===== src/rtl/algebraic_circle_fit_defines.svh =====
// ----------------------------------------------------------------------------
// Assertion macros for the circle fit block
// Clocked on clk, disabled while rst_n is low.
// ----------------------------------------------------------------------------
`ifndef ALGEBRAIC_CIRCLE_FIT_DEFINES_SVH
`define ALGEBRAIC_CIRCLE_FIT_DEFINES_SVH

// same-cycle implication
`define ACF_ASSERT_NOW(lbl, ante, cons, msg) \
    lbl: assert property (@(posedge clk) disable iff (!rst_n) (ante) |-> (cons)) \
        else $error(msg);

// next-cycle implication
`define ACF_ASSERT_NEXT(lbl, ante, cons, msg) \
    lbl: assert property (@(posedge clk) disable iff (!rst_n) (ante) |=> (cons)) \
        else $error(msg);

`endif


===== src/rtl/acf_pkg.sv =====
`timescale 1ns / 1ps
// ----------------------------------------------------------------------------
// acf_pkg
// Shared types and constants of the algebraic circle fit.
// ----------------------------------------------------------------------------
package acf_pkg;

    localparam int XW         = 16;
    localparam int GUARD_BITS = 4;
    localparam int MW         = 76;              // multiplier operand magnitude
    localparam int PW         = 2 * MW;          // product magnitude
    localparam int SW         = PW + 1;          // signed wide value
    localparam int DVW        = PW + GUARD_BITS; // dividend width
    localparam int FW         = 26;              // fine centre, signed
    localparam int CXW        = 20;
    localparam int RW         = 19;
    localparam int STW        = 3;

    localparam logic [STW-1:0] ST_OK   = 3'd0;
    localparam logic [STW-1:0] ST_FEW  = 3'd1;
    localparam logic [STW-1:0] ST_SING = 3'd2;
    localparam logic [STW-1:0] ST_RNP  = 3'd3;
    localparam logic [STW-1:0] ST_SAT  = 3'd4;

    localparam logic [CXW-1:0] CMAX = 20'h7FFFF;
    localparam logic [CXW-1:0] CMIN = 20'h80000;
    localparam logic [RW-1:0]  RMAX = 19'h7FFFF;

    typedef logic signed [SW-1:0] wide_t;

    typedef struct packed {
        logic [XW-1:0] x;
        logic [XW-1:0] y;
        logic          last;
        logic          keep;
    } item_t;

endpackage


===== src/rtl/acf_point_if.sv =====
`timescale 1ns / 1ps
// ----------------------------------------------------------------------------
// acf_point_if
// Point channel: valid/ready with one edge point per item.
// ----------------------------------------------------------------------------
interface acf_point_if;
    logic        valid;
    logic        ready;
    logic [15:0] x_coord;
    logic [15:0] y_coord;
    logic        last_point;

    modport source (output valid, output x_coord, output y_coord, output last_point,
                    input ready);
    modport sink   (input valid, input x_coord, input y_coord, input last_point,
                    output ready);
endinterface


===== src/rtl/acf_front.sv =====
`timescale 1ns / 1ps
// ----------------------------------------------------------------------------
// acf_front
// Accepts points, marks those inside the point limit, queues them.
// ----------------------------------------------------------------------------
module acf_front #(
    parameter int MAX_POINTS = 1024
) (
    input  logic            clk,
    input  logic            rst_n,
    acf_point_if.sink       points,
    output logic            q_valid,
    output acf_pkg::item_t  q_item,
    input  logic            q_pop
);
    localparam int CW    = $clog2(MAX_POINTS + 1);
    localparam int DEPTH = 4;
    localparam int AW    = 2;

    acf_pkg::item_t   fifo_mem_reg [DEPTH];
    logic [AW-1:0]    wr_ptr_reg, rd_ptr_reg;
    logic [AW:0]      cnt_reg, cnt_next;
    logic [CW-1:0]    set_cnt_reg;
    logic             push, keep;
    acf_pkg::item_t   in_item;

    assign points.ready = (cnt_reg != (AW + 1)'(DEPTH));
    assign push         = points.valid && points.ready;
    assign keep         = (set_cnt_reg < CW'(MAX_POINTS));
    assign in_item      = '{x: points.x_coord, y: points.y_coord,
                            last: points.last_point, keep: keep};
    assign q_valid      = (cnt_reg != '0);
    assign q_item       = fifo_mem_reg[rd_ptr_reg];

    always_comb
    begin
        cnt_next = cnt_reg;
        if (push && !q_pop)
        begin
            cnt_next = cnt_reg + 1'b1;
        end
        else if (!push && q_pop)
        begin
            cnt_next = cnt_reg - 1'b1;
        end
    end

    always_ff @(posedge clk)
    begin
        if (push)
        begin
            fifo_mem_reg[wr_ptr_reg] <= in_item;
        end
    end

    always_ff @(posedge clk or negedge rst_n)
    begin
        if (!rst_n)
        begin
            wr_ptr_reg  <= '0;
            rd_ptr_reg  <= '0;
            cnt_reg     <= '0;
            set_cnt_reg <= '0;
        end
        else
        begin
            cnt_reg <= cnt_next;
            if (push)
            begin
                wr_ptr_reg <= wr_ptr_reg + 1'b1;
                if (points.last_point)
                begin
                    set_cnt_reg <= '0;
                end
                else if (keep)
                begin
                    set_cnt_reg <= set_cnt_reg + 1'b1;
                end
            end
            if (q_pop)
            begin
                rd_ptr_reg <= rd_ptr_reg + 1'b1;
            end
        end
    end
endmodule


===== src/flat_wrapper.sv =====
// flat-port wrapper written by rule: the top's interface ports become plain ports
module acf_front_flat 
#(
    parameter int MAX_POINTS = 1024
)
  (clk, rst_n, q_valid, q_item, q_pop, points_valid, points_x_coord, points_y_coord, points_last_point, points_ready);
  acf_point_if points_i ();
  input  logic clk;
  input  logic rst_n;
  output logic q_valid;
  output acf_pkg::item_t q_item;
  input  logic q_pop;
  input wire logic [$bits(points_i.valid)-1:0] points_valid;
  input wire logic [$bits(points_i.x_coord)-1:0] points_x_coord;
  input wire logic [$bits(points_i.y_coord)-1:0] points_y_coord;
  input wire logic [$bits(points_i.last_point)-1:0] points_last_point;
  output wire logic [$bits(points_i.ready)-1:0] points_ready;
  assign points_i.valid = points_valid;
  assign points_i.x_coord = points_x_coord;
  assign points_i.y_coord = points_y_coord;
  assign points_i.last_point = points_last_point;
  assign points_ready = points_i.ready;
  acf_front #(.MAX_POINTS(MAX_POINTS)) u_core (.clk(clk), .rst_n(rst_n), .points(points_i), .q_valid(q_valid), .q_item(q_item), .q_pop(q_pop));
endmodule

===== config.mk =====
export PLATFORM = sky130hd
export DESIGN_NAME = acf_front_flat
export DESIGN_NICKNAME = d
export VERILOG_FILES = /design/src/rtl/algebraic_circle_fit_defines.svh /design/src/rtl/acf_pkg.sv /design/src/rtl/acf_point_if.sv /design/src/rtl/acf_front.sv /design/src/flat_wrapper.sv
export SDC_FILE = /design/constraint.sdc
export NUM_CORES = 1
export LEC_CHECK = 0
export BUFFER_PORTS_ARGS = -buffer_cell sky130_fd_sc_hd__buf_2
export CORE_ASPECT_RATIO = 0.5
export CORE_UTILIZATION = 50
export DETAILED_ROUTE_END_ITERATION = 16
export GPL_ROUTABILITY_DRIVEN = 1
export PLACE_DENSITY = 0.71
export SLEW_MARGIN = 20
export SYNTH_ARGS = -nofsm -noshare
export SYNTH_HDL_FRONTEND = slang
export SYNTH_SLANG_ARGS = --single-unit

===== constraint.sdc =====
create_clock -name clk -period 2.4 [get_ports clk]
set_clock_uncertainty 0.2 [all_clocks]
set_input_delay 0.24 -clock clk [delete_from_list [all_inputs] [get_ports clk]]
set_output_delay 0.24 -clock clk [all_outputs]
set_load 0.005 [all_outputs]

==> results.ini <==
[run_status]
outcome=finished clean

[sta]
fin_crit_ns=2.31
post-route-period-util_pct=96.4
finalMaxSlewViolations=0
tns_ns=0
worst_pin_slew_ns=0.896
slew_headroom_pct=40.3
final-hold-violation-count=0
max_freq_mhz=432
rsz0062_at_grt=false
setup_viol=0

[routing]
avgRoutedWirePerCell_microns=18.9
avgViaCountPerCell=5.27
drtPass1Iterations=4
final_antenna_net_count=0
route.detailed.drc=0
vias=2979
dr.first_iter.drc_count=222
wirelength_mm=10.7

[logic_synthesis]
synth.distinct_cells=31
synth.top_cell.area_share_pct=69.4
ys_seq_elements=154
synthArstFlopShare_pct=11.7
seq_area_frac_synth_pct=77.1
synth_most_common_cell=edfxtp_1
ys_warn_count=0
ys_top_cells_by_area=edfxtp_1 (69%), mux4_2 (13%), dfrtp_1 (7.7%), ha_1 (1.3%), or3_1 (0.85%)
synthTopCellsByCount=edfxtp_1 (136), mux4_2 (34), dfrtp_1 (18)
syn_nets=318
synth_ff_type=edfxtp_1
synth-edff-count=136
syn_avg_cell_area_sq_um=21.5
syn-cell-area_sq_mm=0.00588
synth.largest_area_cell=edfxtp_1
syn_inst=274

[placement]
gp_congestion=0.721
post-dp-hpwl_mm=6.10
numPortBuffers=72
dpl.cell_count=498

[setup_path]
cp_data_arrival_time_ns=2.41
start_kind=flop
crit_path_end_kind=flop
crit_type=flop to flop
critPathRequiredTime_ns=2.50
crit_fanout=6

[power]
pwr_density_cell_mw_per_mm2=1160
vdd_drop_max_mv=0.598
p_leak_nw=2.61

[cts]
cts.repair.resized=0
insertion_delay_ns=0.41
cts.sinks=154
cts_hold_buf=35
cts_tree=done
cts.path.max_buffers=2
root_buffer=clkbuf_16
ctsHtreeMaxLevel=4
cts_buffers=17
post-cts-setup-buffers=0
clk_pin_slew_ns=0.06

[final_layout]
n_fill_cell=762
nets=437
drive_gt1_share_pct=37.7
syn_to_final_growth_pct=25.6
largest_reg_flops=136
instances_no_fill=565
seqCellArea_sq_mm=0.00454
antenna_cells=0
multi_input_area_sq_mm=0.00127

[grt]
grt.total_usage_pct=19.3
grt_max_degree=35
grt_pass1_vias=3305
antenna_found_initial=0
grt_pass1_wl_mm=17.0
grt_overflow=0

[floorplanning]
die_h_microns=78.7
core_area_sq_mm=0.0112
initial_core_util_pct=52.4
io-pin-count=73
die_w_microns=155
rows=27
die-area_sq_mm=0.0122

[flow_run]
cap_violations=0

[min_path]
hp-class=input port to asynchronous set/reset pin

-- cell families (layout without fill, tap and decap cells) --
family	Yosys count	in the layout	synth area share [%]
AOI/OAI and AO/OA	16	16	1.40
xor gates and xnor gates	7	7	1.04
and+or+nand+nor	36	36	3.62
buffers and inverters	17	149	1.49
muxes	37	37	13.7
adders and majority gates	7	7	1.62
DFF	154	154	77.1
-- final timing paths --
path,startpoint,to,slack (ns),depth (start not counted)
worst min register to register,u_core.cnt_reg[2],u_core.cnt_reg[2],0.29,1
worst max register to register,u_core.cnt_reg[1],u_core.cnt_reg[1],0.09,6
max in group asynchronous,rst_n,u_core.rd_ptr_reg[1],1.60,2
min in group clk,points_valid,u_core.set_cnt_reg[10],0.12,4
worst min-delay path,rst_n,u_core.set_cnt_reg[3],0.09,2
worst max-delay path,u_core.cnt_reg[1],u_core.cnt_reg[1],0.09,6
-- metal layers --
metal,vias to the layer above,wire (microns),track usage [%]
li1,1350,-,-
met1,1539,4420,23.6
met2,75,5560,33.0
met3,15,526,5.69
met4,0,153,7.25
met5,-,0,0
-- cell usage in the layout, fill, tap and decap left out, drive strengths merged, types with 2 or more instances in the layout --
cell / n
edfxtp: 136
buf: 76
dlygate4sd3: 35
mux4: 34
clkbuf: 18
dfrtp: 18
inv: 11
or3: 8
o21ai: 8
a21oi: 7
nand2: 6
ha: 6
nand4: 5
and3: 5
xnor2: 4
nor2: 4
clkinvlp: 4
xor2: 3
mux2: 3
clkinv: 3
nand3: 2
bufinv: 2
and2: 2
-- metrics by stage --
step	hold WS, ns	power (W)	utilization [%]	setup slack (ns)	area, sq um
4_1_cts	0.0782	0.00866	65.8	0.0895	7380
5_1_grt	0.120	0.00896	65.8	0.0303	7380
3_5_place_dp	-0.00793	0.00595	57.4	0.101	6440
2_1_floorplan	-0.256	0.00511	-	0.0258	5880
6_report	0.0898	0.00858	65.8	0.0869	7380
3_3_place_gp	-0.0159	0.00585	57.4	0.182	6440
-- worst max-delay path, stage by stage, from the launching register on --
cell and delay [ns]:
dfrtp_1 0.42, or3b_1 0.41, and2_4 0.21, ha_2 0.19, inv_1 0.07, fa_1 0.42, mux2_2 0.27
-- cell type report --
cell class                 count  area share (%)
sequential                   154            61.4
clock inverter                14            2.22
inverter                       6           0.305
tap                          159            2.69
timing repair buffer         111            10.4
multi-input combinational    103            17.1
clock buffer                  18            5.81
-- power breakdown --
part | switching (W) | total, W | internal, W
Clock | 0.00110 | 0.00266 | 0.00156
Combinational | 0.00104 | 0.00217 | 0.00113
Sequential | 0.000232 | 0.00374 | 0.00351
Total | 0.00238 | 0.00858 | 0.00620
No activity file was read; power rests on OpenSTA's default activity.
